==> src/sv/sle_pkg.sv <==
package sle_pkg;

   // key codes
   localparam logic [7:0] KEY_HOME   = 8'h01;
   localparam logic [7:0] KEY_BACK   = 8'h02;
   localparam logic [7:0] KEY_DEL    = 8'h04;
   localparam logic [7:0] KEY_END    = 8'h05;
   localparam logic [7:0] KEY_FWD    = 8'h06;
   localparam logic [7:0] KEY_BS     = 8'h08;
   localparam logic [7:0] KEY_TAB    = 8'h09;
   localparam logic [7:0] KEY_LF     = 8'h0A;
   localparam logic [7:0] KEY_CR     = 8'h0D;
   localparam logic [7:0] KEY_KILL   = 8'h15;
   localparam logic [7:0] KEY_RUBOUT = 8'h7F;

   // echo characters
   localparam logic [7:0] CH_BELL  = 8'h07;
   localparam logic [7:0] CH_BS    = 8'h08;
   localparam logic [7:0] CH_LF    = 8'h0A;
   localparam logic [7:0] CH_CR    = 8'h0D;
   localparam logic [7:0] CH_SPACE = 8'h20;

   localparam int CAP_W = 5;
   localparam int LEN_W = 5;
   localparam logic [CAP_W-1:0] CAP_RESET = 5'd16;

   typedef logic [3:0] op_type;
   localparam op_type OP_CHAR = 4'd0;
   localparam op_type OP_KILL = 4'd1;
   localparam op_type OP_HOME = 4'd2;
   localparam op_type OP_BACK = 4'd3;
   localparam op_type OP_FWD  = 4'd4;
   localparam op_type OP_END  = 4'd5;
   localparam op_type OP_BKSP = 4'd6;
   localparam op_type OP_DEL  = 4'd7;
   localparam op_type OP_INS  = 4'd8;
   localparam op_type OP_EOL  = 4'd9;

   typedef struct packed {
      op_type     op;
      logic [7:0] key;
   } cmd_type;

endpackage

==> src/sv/serial_line_editor_core.sv <==
// Line editor for a serial terminal. Key bytes go in through req_push/req_full, and the
// echo bytes (out_kind 0) and finished-line bytes (out_kind 1) come out one item at a time
// through rsp_empty/rsp_pop; rsp_last marks the final item caused by a key, and on CR or LF
// that item also carries line_done and line_length. csr_line_capacity sets the line limit
// (clamped to LINE_CHARS) and is always ready; write it only while no key is in flight.
// A key is first dispatched from the queue. Each fixed echo byte (backspace, space, bell,
// CR, LF) is then emitted directly, and each byte from the single-port line store is first
// read and then emitted, since the store's read data is registered. A run of backspaces or
// spaces and a delete's shift loop each end with an exit check; a delete shifts the
// characters behind the cursor left, and an insert shifts them right before its echo.
// A two-entry key queue lets keys arrive while one executes; a stalled result output holds
// the sequencer, and key intake stops once the queue is full.
module serial_line_editor_core #(
   parameter int LINE_CHARS = 16
) (
   input  logic                      clock,
   input  logic                      reset,
   input  logic                      req_push,
   output logic                      req_full,
   input  logic [7:0]                req_key_byte,
   output logic                      rsp_empty,
   input  logic                      rsp_pop,
   output logic                      rsp_out_kind,
   output logic [7:0]                rsp_out_byte,
   output logic                      rsp_line_done,
   output logic [sle_pkg::LEN_W-1:0] rsp_line_length,
   output logic                      rsp_last,
   input  logic                      csr_valid,
   output logic                      csr_ready,
   input  logic [sle_pkg::CAP_W-1:0] csr_line_capacity
);
   import sle_pkg::*;

   logic    cmd_valid;
   logic    cmd_pop;
   cmd_type cmd_head;

   assign csr_ready = 1'b1;

   sle_front u_front (
      .clock        (clock),
      .reset        (reset),
      .req_push     (req_push),
      .req_full     (req_full),
      .req_key_byte (req_key_byte),
      .cmd_valid    (cmd_valid),
      .cmd_head     (cmd_head),
      .cmd_pop      (cmd_pop)
   );

   sle_back #(
      .LINE_CHARS (LINE_CHARS)
   ) u_back (
      .clock             (clock),
      .reset             (reset),
      .cmd_valid         (cmd_valid),
      .cmd_head          (cmd_head),
      .cmd_pop           (cmd_pop),
      .csr_valid         (csr_valid),
      .csr_line_capacity (csr_line_capacity),
      .rsp_empty         (rsp_empty),
      .rsp_pop           (rsp_pop),
      .rsp_out_kind      (rsp_out_kind),
      .rsp_out_byte      (rsp_out_byte),
      .rsp_line_done     (rsp_line_done),
      .rsp_line_length   (rsp_line_length),
      .rsp_last          (rsp_last)
   );

endmodule

==> src/sv/sle_front.sv <==
module sle_front (
   input  logic             clock,
   input  logic             reset,
   input  logic             req_push,
   output logic             req_full,
   input  logic [7:0]       req_key_byte,
   output logic             cmd_valid,
   output sle_pkg::cmd_type cmd_head,
   input  logic             cmd_pop
);
   import sle_pkg::*;

   cmd_type    q_ff [2];
   logic       wptr_ff, wptr_in;
   logic       rptr_ff, rptr_in;
   logic [1:0] fill_ff, fill_in;
   cmd_type    decoded;
   logic       push_ok;
   logic       pop_ok;

   always_comb begin
      decoded.key = req_key_byte;
      unique case (req_key_byte) inside
         KEY_KILL:           decoded.op = OP_KILL;
         KEY_HOME:           decoded.op = OP_HOME;
         KEY_BACK:           decoded.op = OP_BACK;
         KEY_FWD:            decoded.op = OP_FWD;
         KEY_END:            decoded.op = OP_END;
         KEY_BS, KEY_RUBOUT: decoded.op = OP_BKSP;
         KEY_DEL:            decoded.op = OP_DEL;
         KEY_TAB:            decoded.op = OP_INS;
         KEY_CR, KEY_LF:     decoded.op = OP_EOL;
         default:            decoded.op = OP_CHAR;
      endcase
   end

   assign req_full  = (fill_ff == 2'd2);
   assign cmd_valid = (fill_ff != 2'd0);
   assign cmd_head  = q_ff[rptr_ff];
   assign push_ok   = req_push && !req_full;
   assign pop_ok    = cmd_pop && cmd_valid;

   always_comb begin
      wptr_in = push_ok ? !wptr_ff : wptr_ff;
      rptr_in = pop_ok ? !rptr_ff : rptr_ff;
      fill_in = fill_ff + {1'b0, push_ok} - {1'b0, pop_ok};
   end

   always_ff @(posedge clock) begin
      if (reset) begin
         wptr_ff <= 1'b0;
         rptr_ff <= 1'b0;
         fill_ff <= 2'd0;
      end else begin
         wptr_ff <= wptr_in;
         rptr_ff <= rptr_in;
         fill_ff <= fill_in;
      end
   end

   always_ff @(posedge clock) begin
      if (push_ok) begin
         q_ff[wptr_ff] <= decoded;
      end
   end

endmodule

==> src/sv/sle_back.sv <==
module sle_back #(
   parameter int LINE_CHARS = 16
) (
   input  logic                      clock,
   input  logic                      reset,
   input  logic                      cmd_valid,
   input  sle_pkg::cmd_type          cmd_head,
   output logic                      cmd_pop,
   input  logic                      csr_valid,
   input  logic [sle_pkg::CAP_W-1:0] csr_line_capacity,
   output logic                      rsp_empty,
   input  logic                      rsp_pop,
   output logic                      rsp_out_kind,
   output logic [7:0]                rsp_out_byte,
   output logic                      rsp_line_done,
   output logic [sle_pkg::LEN_W-1:0] rsp_line_length,
   output logic                      rsp_last
);
   import sle_pkg::*;

   localparam int PW   = $clog2(LINE_CHARS + 1);
   localparam int AW   = (LINE_CHARS > 1) ? $clog2(LINE_CHARS) : 1;
   localparam int CNTW = $clog2(LINE_CHARS + 2);
   localparam int CW   = (PW > CAP_W) ? PW : CAP_W;

   localparam logic [3:0] ST_IDLE = 4'd0;
   localparam logic [3:0] ST_ONE  = 4'd1;
   localparam logic [3:0] ST_CR2  = 4'd2;
   localparam logic [3:0] ST_BS   = 4'd3;
   localparam logic [3:0] ST_SP   = 4'd4;
   localparam logic [3:0] ST_CRD  = 4'd5;
   localparam logic [3:0] ST_CEM  = 4'd6;
   localparam logic [3:0] ST_DCHK = 4'd7;
   localparam logic [3:0] ST_DRD  = 4'd8;
   localparam logic [3:0] ST_DEM  = 4'd9;
   localparam logic [3:0] ST_DSP  = 4'd10;
   localparam logic [3:0] ST_ICHK = 4'd11;
   localparam logic [3:0] ST_IRD  = 4'd12;
   localparam logic [3:0] ST_IWR  = 4'd13;

   logic [7:0]       line_mem [LINE_CHARS];

   logic [3:0]       state_ff, state_in;
   logic [PW-1:0]    cur_ff, cur_in;
   logic [PW-1:0]    len_ff, len_in;
   logic [PW-1:0]    x_ff, x_in;
   logic [PW-1:0]    stop_ff, stop_in;
   logic [PW-1:0]    aux_ff, aux_in;
   logic [CNTW-1:0]  cnt_ff, cnt_in;
   op_type           op_ff, op_in;
   logic [7:0]       one_byte_ff, one_byte_in;
   logic             one_last_ff, one_last_in;
   logic             bs_last_ff, bs_last_in;
   logic             kph_ff, kph_in;
   logic             kind_ff, kind_in;
   logic             final_ff, final_in;
   logic             done_ff, done_in;
   logic [LEN_W-1:0] done_len_ff, done_len_in;
   logic [CAP_W-1:0] cap_ff, cap_in;
   logic [7:0]       rd_ff;

   logic             rsp_valid_ff, rsp_valid_in;
   logic             kind_out_ff;
   logic [7:0]       byte_out_ff;
   logic             done_out_ff;
   logic [LEN_W-1:0] len_out_ff;
   logic             last_out_ff;

   logic [PW-1:0]    cap_eff;
   logic [PW-1:0]    cur_p1, cur_m1, len_p1, len_m1, x_p1, x_m1;
   logic             out_free;
   logic             emit;
   logic             e_kind;
   logic [7:0]       e_byte;
   logic             e_last;
   logic             mem_we;
   logic [AW-1:0]    mem_wa;
   logic [7:0]       mem_wd;
   logic             mem_re;
   logic [AW-1:0]    mem_ra;

   assign cap_eff = (CW'(cap_ff) > CW'(LINE_CHARS)) ? PW'(LINE_CHARS) : PW'(cap_ff);
   assign cur_p1  = cur_ff + PW'(1);
   assign cur_m1  = cur_ff - PW'(1);
   assign len_p1  = len_ff + PW'(1);
   assign len_m1  = len_ff - PW'(1);
   assign x_p1    = x_ff + PW'(1);
   assign x_m1    = x_ff - PW'(1);
   assign out_free = !rsp_valid_ff || rsp_pop;
   assign cap_in  = csr_valid ? csr_line_capacity : cap_ff;

   always_comb begin
      state_in    = state_ff;
      cur_in      = cur_ff;
      len_in      = len_ff;
      x_in        = x_ff;
      stop_in     = stop_ff;
      aux_in      = aux_ff;
      cnt_in      = cnt_ff;
      op_in       = op_ff;
      one_byte_in = one_byte_ff;
      one_last_in = one_last_ff;
      bs_last_in  = bs_last_ff;
      kph_in      = kph_ff;
      kind_in     = kind_ff;
      final_in    = final_ff;
      done_in     = done_ff;
      done_len_in = done_len_ff;
      cmd_pop     = 1'b0;
      mem_we      = 1'b0;
      mem_wa      = cur_ff[AW-1:0];
      mem_wd      = cmd_head.key;
      mem_re      = 1'b0;
      mem_ra      = x_ff[AW-1:0];
      emit        = 1'b0;
      e_kind      = 1'b0;
      e_byte      = CH_SPACE;
      e_last      = 1'b0;

      unique case (state_ff)
         ST_IDLE: begin
            if (cmd_valid) begin
               cmd_pop    = 1'b1;
               op_in      = cmd_head.op;
               done_in    = 1'b0;
               kind_in    = 1'b0;
               final_in   = 1'b1;
               bs_last_in = 1'b1;
               kph_in     = 1'b0;
               unique case (cmd_head.op)
                  OP_KILL: begin
                     cnt_in     = CNTW'(cur_ff);
                     aux_in     = len_ff;
                     bs_last_in = (len_ff == '0);
                     cur_in     = '0;
                     len_in     = '0;
                     state_in   = ST_BS;
                  end
                  OP_HOME: begin
                     cnt_in   = CNTW'(cur_ff);
                     cur_in   = '0;
                     state_in = ST_BS;
                  end
                  OP_BACK: begin
                     if (cur_ff != '0) begin
                        cur_in      = cur_m1;
                        one_byte_in = CH_BS;
                        one_last_in = 1'b1;
                        state_in    = ST_ONE;
                     end
                  end
                  OP_FWD: begin
                     if (cur_ff < cap_eff && cur_ff < len_ff) begin
                        x_in     = cur_ff;
                        stop_in  = cur_p1;
                        cur_in   = cur_p1;
                        state_in = ST_CRD;
                     end
                  end
                  OP_END: begin
                     if (cur_ff < len_ff) begin
                        x_in     = cur_ff;
                        stop_in  = len_ff;
                        cur_in   = len_ff;
                        state_in = ST_CRD;
                     end
                  end
                  OP_BKSP: begin
                     // step back, then delete under the new cursor
                     if (cur_ff != '0) begin
                        x_in        = cur_m1;
                        stop_in     = len_m1;
                        cnt_in      = CNTW'(len_ff) - CNTW'(cur_ff) + CNTW'(1);
                        cur_in      = cur_m1;
                        len_in      = len_m1;
                        one_byte_in = CH_BS;
                        one_last_in = 1'b0;
                        state_in    = ST_ONE;
                     end
                  end
                  OP_DEL: begin
                     if (cur_ff < len_ff) begin
                        x_in     = cur_ff;
                        stop_in  = len_m1;
                        cnt_in   = CNTW'(len_ff) - CNTW'(cur_ff);
                        len_in   = len_m1;
                        state_in = ST_DCHK;
                     end
                  end
                  OP_INS: begin
                     if (cur_ff < len_ff &&
                         ({1'b0, len_ff} + (PW+1)'(1)) < {1'b0, cap_eff}) begin
                        x_in     = len_ff;
                        stop_in  = len_p1;
                        cnt_in   = CNTW'(len_p1) - CNTW'(cur_ff);
                        len_in   = len_p1;
                        final_in = 1'b0;
                        state_in = ST_ICHK;
                     end
                  end
                  OP_EOL: begin
                     done_in     = 1'b1;
                     done_len_in = LEN_W'(len_ff);
                     aux_in      = len_ff;
                     x_in        = '0;
                     stop_in     = len_ff;
                     kind_in     = 1'b1;
                     cur_in      = '0;
                     len_in      = '0;
                     one_byte_in = CH_LF;
                     one_last_in = 1'b0;
                     state_in    = ST_ONE;
                  end
                  default: begin
                     one_last_in = 1'b1;
                     state_in    = ST_ONE;
                     if (cur_ff >= cap_eff) begin
                        one_byte_in = CH_BELL;
                     end else begin
                        mem_we      = 1'b1;
                        one_byte_in = cmd_head.key;
                        cur_in      = cur_p1;
                        if (cur_p1 > len_ff) begin
                           len_in = cur_p1;
                        end
                     end
                  end
               endcase
            end
         end
         ST_ONE: begin
            emit   = 1'b1;
            e_byte = one_byte_ff;
            e_last = one_last_ff;
            if (out_free) begin
               unique case (op_ff)
                  OP_BKSP: state_in = ST_DCHK;
                  OP_INS:  state_in = ST_CRD;
                  OP_EOL:  state_in = ST_CR2;
                  default: state_in = ST_IDLE;
               endcase
            end
         end
         ST_CR2: begin
            emit   = 1'b1;
            e_byte = CH_CR;
            e_last = (aux_ff == '0);
            if (out_free) begin
               state_in = (aux_ff == '0) ? ST_IDLE : ST_CRD;
            end
         end
         ST_BS: begin
            if (cnt_ff == '0) begin
               if (op_ff == OP_KILL && !kph_ff) begin
                  cnt_in   = CNTW'(aux_ff);
                  state_in = ST_SP;
               end else begin
                  state_in = ST_IDLE;
               end
            end else begin
               emit   = 1'b1;
               e_byte = CH_BS;
               e_last = bs_last_ff && (cnt_ff == CNTW'(1));
               if (out_free) begin
                  cnt_in = cnt_ff - CNTW'(1);
               end
            end
         end
         ST_SP: begin
            if (cnt_ff == '0) begin
               cnt_in     = CNTW'(aux_ff);
               bs_last_in = 1'b1;
               kph_in     = 1'b1;
               state_in   = ST_BS;
            end else begin
               emit = 1'b1;
               if (out_free) begin
                  cnt_in = cnt_ff - CNTW'(1);
               end
            end
         end
         ST_CRD: begin
            mem_re   = 1'b1;
            state_in = ST_CEM;
         end
         ST_CEM: begin
            emit   = 1'b1;
            e_kind = kind_ff;
            e_byte = rd_ff;
            e_last = final_ff && (x_p1 == stop_ff);
            if (out_free) begin
               x_in = x_p1;
               if (x_p1 == stop_ff) begin
                  state_in = (op_ff == OP_INS) ? ST_BS : ST_IDLE;
               end else begin
                  state_in = ST_CRD;
               end
            end
         end
         ST_DCHK: begin
            state_in = (x_ff < stop_ff) ? ST_DRD : ST_DSP;
         end
         ST_DRD: begin
            mem_re   = 1'b1;
            mem_ra   = x_p1[AW-1:0];
            state_in = ST_DEM;
         end
         ST_DEM: begin
            // shifted char is also the echo for this position
            emit   = 1'b1;
            e_byte = rd_ff;
            if (out_free) begin
               mem_we   = 1'b1;
               mem_wa   = x_ff[AW-1:0];
               mem_wd   = rd_ff;
               x_in     = x_p1;
               state_in = ST_DCHK;
            end
         end
         ST_DSP: begin
            emit = 1'b1;
            if (out_free) begin
               state_in = ST_BS;
            end
         end
         ST_ICHK: begin
            if (x_ff > cur_ff) begin
               state_in = ST_IRD;
            end else begin
               mem_we      = 1'b1;
               mem_wa      = x_ff[AW-1:0];
               mem_wd      = CH_SPACE;
               x_in        = cur_p1;
               one_byte_in = CH_SPACE;
               one_last_in = 1'b0;
               state_in    = ST_ONE;
            end
         end
         ST_IRD: begin
            mem_re   = 1'b1;
            mem_ra   = x_m1[AW-1:0];
            state_in = ST_IWR;
         end
         ST_IWR: begin
            mem_we   = 1'b1;
            mem_wa   = x_ff[AW-1:0];
            mem_wd   = rd_ff;
            x_in     = x_m1;
            state_in = ST_ICHK;
         end
         default: state_in = ST_IDLE;
      endcase
   end

   always_comb begin
      rsp_valid_in = rsp_valid_ff;
      if (emit && out_free) begin
         rsp_valid_in = 1'b1;
      end else if (rsp_pop) begin
         rsp_valid_in = 1'b0;
      end
   end

   always_ff @(posedge clock) begin
      if (reset) begin
         state_ff     <= ST_IDLE;
         cur_ff       <= '0;
         len_ff       <= '0;
         cap_ff       <= CAP_RESET;
         rsp_valid_ff <= 1'b0;
      end else begin
         state_ff     <= state_in;
         cur_ff       <= cur_in;
         len_ff       <= len_in;
         cap_ff       <= cap_in;
         rsp_valid_ff <= rsp_valid_in;
      end
   end

   always_ff @(posedge clock) begin
      x_ff        <= x_in;
      stop_ff     <= stop_in;
      aux_ff      <= aux_in;
      cnt_ff      <= cnt_in;
      op_ff       <= op_in;
      one_byte_ff <= one_byte_in;
      one_last_ff <= one_last_in;
      bs_last_ff  <= bs_last_in;
      kph_ff      <= kph_in;
      kind_ff     <= kind_in;
      final_ff    <= final_in;
      done_ff     <= done_in;
      done_len_ff <= done_len_in;
   end

   always_ff @(posedge clock) begin
      if (emit && out_free) begin
         kind_out_ff <= e_kind;
         byte_out_ff <= e_byte;
         last_out_ff <= e_last;
         done_out_ff <= e_last && done_ff;
         len_out_ff  <= (e_last && done_ff) ? done_len_ff : '0;
      end
   end

   always_ff @(posedge clock) begin
      if (mem_we) begin
         line_mem[mem_wa] <= mem_wd;
      end
      if (mem_re) begin
         rd_ff <= line_mem[mem_ra];
      end
   end

   assign rsp_empty       = !rsp_valid_ff;
   assign rsp_out_kind    = kind_out_ff;
   assign rsp_out_byte    = byte_out_ff;
   assign rsp_line_done   = done_out_ff;
   assign rsp_line_length = len_out_ff;
   assign rsp_last        = last_out_ff;

`ifndef SYNTHESIS
   cur_le_len_a: assert property (@(posedge clock) disable iff (reset)
      cur_ff <= len_ff)
      else $error("cursor beyond line end");

   len_le_max_a: assert property (@(posedge clock) disable iff (reset)
      len_ff <= PW'(LINE_CHARS))
      else $error("line length beyond store depth");

   run_in_range_a: assert property (@(posedge clock) disable iff (reset)
      state_ff == ST_CEM |-> x_ff < stop_ff)
      else $error("char run index past its end");

   ins_shift_a: assert property (@(posedge clock) disable iff (reset)
      state_ff == ST_IWR |-> (x_ff > cur_ff && x_ff < PW'(LINE_CHARS)))
      else $error("insert shift outside the line");
`endif

endmodule

==> config.mk <==
export PLATFORM = sky130hd
export DESIGN_NAME = serial_line_editor_core
export DESIGN_NICKNAME = d
export VERILOG_FILES = /design/src/sv/sle_pkg.sv /design/src/sv/serial_line_editor_core.sv /design/src/sv/sle_front.sv /design/src/sv/sle_back.sv
export SDC_FILE = /design/constraint.sdc
export NUM_CORES = 1
export LEC_CHECK = 0
export BUFFER_PORTS_ARGS = -buffer_cell sky130_fd_sc_hd__buf_4
export CORE_ASPECT_RATIO = 0.7
export CORE_MARGIN = 1.5
export CORE_UTILIZATION = 35
export DETAILED_ROUTE_END_ITERATION = 12
export GPL_TIMING_DRIVEN = 0
export PLACE_DENSITY = 0.55
export SETUP_SLACK_MARGIN = 0.2
export SYNTH_ARGS = -nofsm -noshare
export SYNTH_HDL_FRONTEND = slang
export SYNTH_SLANG_ARGS = --single-unit
==> constraint.sdc <==
create_clock -name clock -period 5.4 [get_ports clock]
set_input_delay 1.08 -clock clock [delete_from_list [all_inputs] [get_ports clock]]
set_output_delay 1.08 -clock clock [all_outputs]
set_load 0.03 [all_outputs]
; ---- Yosys cells after proc, flatten, opt, wreduce, memory -nomap -nowiden
; Memories as Yosys holds them, arrays and structs flattened. A register that Yosys moved wholly into a read port is not among the register bits.
; Index checks and enable logic that the tools add are counted.
[op_classes]
addsub = 13
n_reduce_logical = 55
bitwise_logic = 2
n_lt_le_gt_ge = 8
eq_ne = 70
muxes = 104
[op_table]
columns = cell, count
row1 = $mux W5, 24
row2 = $pmux W5 S5, 3
row3 = $mux W4, 17
row4 = $pmux W4 S14, 1
row5 = $mux W8, 6
row6 = $pmux W8 S3, 2
row7 = $eq A4 B4 Y1 const B, 10
row8 = $pmux W5 S4, 2
row9 = $eq A4 B3 Y1 const B, 9
row10 = $pmux W4 S9, 1
row11 = $eq A8 B4 Y1 const B, 4
row12 = $pmux W8 S4, 1
row13 = $pmux W5 S6, 1
row14 = $mux W1, 28
row15 = $ne A2 B1 Y1 const B, 14
row16 = $eq A8 B3 Y1 const B, 3
row17 = $ne A3 B2 Y1 const B, 8
row18 = $pmux W4 S6, 1
row19 = $add A5 B1 Y5 const B, 4
row20 = $sub A5 B1 Y5 const B, 4
row21 = $reduce_or A2 Y1, 9
row22 = $eq A4 B2 Y1 const B, 4
row23 = $pmux W8 S2, 1
row24 = $reduce_and A8 Y1, 2
row25 = 53 further kinds, 93
[word_totals]
ff_bits = 82
elab_cells = 279
inputBits = 18
ramBits = 152
memories = 2
[mem_list]
columns = memory, depth, width, rd, rd_ports_with_merged_regs, wr, line_no
row1 = u_back.line_mem, 16, 8, 1, 1, 1, sle_back.sv:41  ; logic [7:0] line_mem [LINE_CHARS];
row2 = u_front.q_ff, 2, 12, 1, 1, 1, sle_front.sv:13  ; cmd_type q_ff [2];

; ---- Longest topological paths before layout
[logic_depth]
ltp_word = 9
ltp_mapped = 12

; ---- Cells and area by module
; A second synthesis with hierarchy kept.
[unflattened]
hier_cells = 1129
area_unflattened_um2 = 13285.2
[by_module_without_submodules]
columns = module, instances, cells_each, area_per_inst_um2
row1 = sle_back, 1, 1041, 12032.8
row2 = sle_front, 1, 86, 1241.2
row3 = serial_line_editor_core, 1, 2, 11.3

; ---- Least setup slack after synthesis
; No wires, ideal clock.
[synth_path]
kind = register to register
from = register u_back.cur_ff[2]
to = memory u_back.line_mem[0][0] (enable)
n_path_buf = 2
path_slack_ns = 1.885
required_time_ns = 5.017
path_stages_with_launch = 13
period_less_slack_ns = 3.515
arrival_time_ns = 3.131
path_cell_list = dfxtp_1 > buf_1 > inv_1 > ha_1 > o21ai_0 > a21oi_1 > o31ai_1 > or2_1 > o311a_1 > clkbuf_1 > nor2_1 > a21o_1 > nor3_1
[synth_between]
elab_chain_len = 7
elab_cells_between_ends = 12
cone_classes = 2 x order compare / 10 x mux
[synth_lines]
columns = item, line_no
row1 = from (decl), sle_back.sv:44  ; logic [PW-1:0] cur_ff, cur_in;
row2 = from (signal assigned), sle_back.sv:373  ; cur_ff <= cur_in;
row3 = $ge A5 B5 Y1, sle_back.sv:217  ; if (cur_ff >= cap_eff) begin
row4 = $mux W1, sle_back.sv:217
row5 = $mux W1, sle_back.sv:130  ; unique case (cmd_head.op)
row6 = $mux W1, sle_back.sv:122  ; if (cmd_valid) begin
row7 = $pmux W1 S4, sle_back.sv:120  ; unique case (state_ff)
row8 = $mux W1, sle_back.sv:407  ; if (mem_we) begin
row9 = $mux W1 (implied by the code), sle_back.sv:408  ; line_mem[mem_wa] <= mem_wd;
row10 = to (decl), sle_back.sv:41
; Several ways; a longest one is shown, not always the timed one.

; ---- Worst setup path after layout
[layout_path]
from = register u_back.cur_ff[3]
to = memory u_back.line_mem[15][3] (enable)
; The elaborated chain is that of the path after synthesis.

==> metrics.log <==
INFO  metric path_clk_slew = roughly 0.060 ns
INFO  metric place_congestion = about 0.94
INFO  metric drc_errors_left = 0
INFO  metric finalSetupViolations = 0
INFO  metric critical_path.slowest_cell = sky130_fd_sc_hd__a21oi_1
INFO  metric cp_cell_sequence = clkinv_1 -> ha_1 -> o21ai_0 -> a21oi_1 -> o31ai_1 -> or2_1 -> o311a_1 -> clkbuf_1 -> nor2_1 -> a21oi_1 -> nor3_1 -> buf_4
INFO  metric rows = 57
INFO  metric hold_slack = ~0.5 ns
INFO  metric clock_skew = about 0.036 ns
INFO  metric period_share = 0.877
INFO  metric placement.cell_area = ~13000 sq um
INFO  metric first_pass_iters = 5
INFO  metric ys_seq_elements = between 200 and 250
INFO  metric maximum_number_of_pins_on_one_net_before_global_route_repair = 17
INFO  metric max_buffers_root_to_sink = 3
INFO  metric min_period = 4.74 ns
INFO  metric grt_use_met3 = 0.0713
INFO  metric crit_path_start_kind = register
INFO  metric design.core.area = approximately 35000 sq um
INFO  metric finalSetupTns = 0 ns
INFO  metric critical_path.max_fanout = 10
INFO  metric end_kind = register
INFO  metric total_congestion_overflow_after_global_routing = 0
INFO  metric most_crowded_layer_after_global_routing = met1
INFO  metric setup.worst_path.class = register to register
INFO  metric cpPeakStageDelay = 0.77 ns
INFO  metric via_density = approximately 5.6
INFO  metric ctsHoldBuffers = 0
INFO  metric outcome = finished clean
INFO  metric drive_above_1_share = 0.151
INFO  metric synth_top_cells_by_area = sky130_fd_sc_hd__edfxtp_1 (52%), sky130_fd_sc_hd__mux4_2 (6.6%), sky130_fd_sc_hd__ha_1 (4.5%)
INFO  metric worst_hold_path_type = register to register
INFO  metric share_of_the_synthesized_area_in_the_top_cell_type = 0.521
INFO  metric grt_antenna_before_repair = 3
INFO  metric ctsHtreeMaxLevel = 1
INFO  metric vias = between 8000 and 9000
INFO  metric max_slew_vio_count = 0
INFO  metric grtUsageTotal = 0.194
INFO  metric ioPinCount = 37
INFO  metric insertion_delay = between 0.5 and 0.6 ns
INFO  metric number_of_buffers_created_by_cts = 26
INFO  metric grt_use_met2 = 0.247
INFO  metric post_drt_wl_per_cell = 22.7 microns
INFO  metric via_count_of_the_first_global_routing_pass = 8530
INFO  metric yosysWarnings = 0
INFO  metric finalHoldViolations = 0
INFO  metric grt_first_pass_wirelength = between 50 and 60 mm
INFO  metric reg_to_reg_critical_path_startpoint = u_back.cur_ff[3]
INFO  metric clock_sinks = ~240
INFO  metric initial_drc_count = between 1000 and 1500
INFO  metric slew_headroom = 0.130
INFO  metric worst-endpoint-required = 5.71 ns
INFO  metric die_w = around 230 microns
INFO  metric synth_common_cells = sky130_fd_sc_hd__edfxtp_1 (218), sky130_fd_sc_hd__nand2_1 (87), sky130_fd_sc_hd__nor2_1 (77)
INFO  metric kind_of_cell_adding_the_most_delay_to_the_critical_path = compound AO/OA/AOI/OAI gates
INFO  metric cp_data_arrival_time = slightly above 5 ns
INFO  metric numPortBuffers = 34
INFO  metric unrepaired_setup_endpoints_after_global_routing = false
INFO  metric worstPathBufferInverterCount = 3
INFO  metric finalWirelength = approximately 36 mm
INFO  metric die_area = approximately 37000 sq um
INFO  metric place_inst = ~1500
INFO  metric async_set_or_reset_register_ratio_after_synthesis = 0
INFO  metric p_leak = ~5.0 nW
INFO  metric stdcell_count = roughly 1600
INFO  metric grtUsageMet1 = 0.308
INFO  metric ys_types = 77
INFO  metric detailed_place_hpwl = ~27 mm
INFO  metric synth_cells = 1028
INFO  metric largest_area_contributor_in_the_synthesized_netlist = sky130_fd_sc_hd__edfxtp_1
INFO  metric power_density_over_cell_area = ~610 nW/um^2
INFO  metric clock-root-buffer = sky130_fd_sc_hd__clkbuf_16
INFO  metric max-cap-violations = 0
INFO  metric cell_area_after_layout = ~14000 sq um
INFO  metric timing_worst_slew_pin_value = around 1.3 ns
INFO  metric area_overhead_of_the_layout_relative_to_synthesis = 15.0%
INFO  metric floorplan.die.height = around 160 microns
INFO  metric critical_path.most_common_cell = sky130_fd_sc_hd__a21oi_1
INFO  metric synthesized_cell_area = around 13000 sq um
INFO  metric ant_nets = 0
INFO  metric hold_path_startpoint = u_back.cap_ff[0]
INFO  metric syn_nets = about 1100
INFO  metric achievable-frequency = between 0.2 and 0.25 GHz
INFO  metric setup.worst_path.start = u_back.cur_ff[3]
INFO  metric yosys.cell_count.top_type = sky130_fd_sc_hd__edfxtp_1
INFO  metric power.ir.vdd_worst = 0.000262 V
INFO  metric ys_seq_area_frac = 0.561
INFO  metric post_synth.cell_area_avg = approximately 12 sq um
INFO  metric tritoncts = built
INFO  metric initial_utilization = 0.359
INFO  metric final_net_count = roughly 1200
INFO  metric number_of_flops_mapped_to_enable_cells_by_yosys = around 220
INFO  metric ys.flop_type = sky130_fd_sc_hd__edfxtp_1
## worst register-to-register path, stage by stage (launching register included)
cell and delay, ns:
sky130_fd_sc_hd__dfxtp_1 0.56, sky130_fd_sc_hd__clkinv_1 0.49, sky130_fd_sc_hd__ha_1 0.46, sky130_fd_sc_hd__o21ai_0 0.08
sky130_fd_sc_hd__a21oi_1 0.06, sky130_fd_sc_hd__o31ai_1 0.51, sky130_fd_sc_hd__or2_1 0.32, sky130_fd_sc_hd__o311a_1 0.27
sky130_fd_sc_hd__clkbuf_1 0.34, sky130_fd_sc_hd__nor2_1 0.11, sky130_fd_sc_hd__a21oi_1 0.77, sky130_fd_sc_hd__nor3_1 0.30
sky130_fd_sc_hd__buf_4 0.26
## final timing paths
| check | slack [ns] | endpoint | depth (start not counted) |
|---|---|---|---|
| max | 0.66 | u_back.line_mem[15][3] | 12 |
| min | 0.49 | u_back.cap_ff[0] | 2 |
| max reg2reg | 0.66 | u_back.line_mem[15][3] | 12 |
| min reg2reg | 0.49 | u_back.cap_ff[0] | 2 |
## registers in the layout, summed over array words and instances (netlist names), 5 cells and up, named ones only
| name | flops |
|---|---|
| u_back.x_ff | 5 |
| u_back.done_len_ff | 5 |
| u_back.rd_ff | 8 |
| u_back.aux_ff | 5 |
| u_back.cnt_ff | 5 |
| u_back.line_mem | 128 |
| u_back.rsp_line_length | 5 |
| u_back.rsp_out_byte | 8 |
| u_back.stop_ff | 5 |
| u_front.q_ff | 24 |
| u_back.cur_ff | 5 |
| u_back.len_ff | 5 |
| u_back.one_byte_ff | 8 |
| u_back.cap_ff | 5 |
## report_power, final
group | internal (mW) | leakage [nW] | switching [mW]
combinational | 1.51 | 2.39 | 2.64
sequential | 2.59 | 2.20 | 0.269
clock | 1.07 | 0.430 | 0.767
## layout make-up
class                      instances  area [sq um]
antenna                            2          5.00
buffer                            43           195
clock buffer                      29           693
clock inverter                    19           186
fill                            3295         20600
inverter                          53           199
multi-input combinational        689          5200
sequential                       243          7050
tap                              472           591
timing repair buffer              45           338
## through the flow
stage                util  setup WS [ns]  power (mW)
CTS                 0.411          0.197        8.77
detailed placement  0.385          0.196        6.90
finish              0.413          0.665        8.85
floorplan               -           1.89        5.57
global route        0.413          0.474        9.33
global placement    0.383          0.216        6.86
## placed cells by master, fill, tap and decap left out, drive strengths merged, types with 4 or more instances in the layout
cell type | netlist | final
edfxtp | 218 | 218
nand2 | 88 | 88
nor2 | 77 | 77
clkbuf | 31 | 61
o21ai | 60 | 60
a21oi | 58 | 58
buf | 12 | 56
inv | 50 | 53
ha | 45 | 45
nor3 | 44 | 44
mux4 | 40 | 40
xnor2 | 27 | 27
dfxtp | 25 | 25
nand3 | 20 | 20
mux2i | 17 | 17
a31oi | 16 | 16
xor2 | 14 | 14
o22ai | 14 | 14
clkinv | 3 | 14
a211oi | 13 | 13
and3 | 12 | 12
nand2b | 10 | 10
o211ai | 10 | 10
a21o | 9 | 9
nor2b | 7 | 7
o31ai | 7 | 7
nand3b | 6 | 6
o21a | 6 | 6
o221ai | 6 | 6
nand4 | 5 | 5
a22oi | 5 | 5
nor4 | 5 | 5
nor3b | 4 | 4
and4 | 4 | 4
a22o | 4 | 4
o31a | 4 | 4
and2 | 4 | 4
o211a | 4 | 4
or2 | 4 | 4
## routing by layer
layer | vias up | routed length, microns
met5 | - | 0
met4 | 0 | 486
met3 | 44 | 4630
met2 | 472 | 13500
met1 | 4379 | 17600
li1 | 4094 | -
## repair_timing
action                     4_1_cts  5_1_grt
setup endpoints to repair       24       48
hold endpoints to repair         0        0
buffers inserted                 0        0
resized for setup                3        6
pin swaps                        0        0
## kinds of logic after synthesis
kind of cell / synth area share
fa+ha+maj: 0.0480
mux: 0.0902
compound gates: 0.126
buf+inv: 0.0313
xor+xnor: 0.0292
flops: 0.561
simple gates: 0.114
other cells: 0.000298
(Power assumes the default switching activity.)
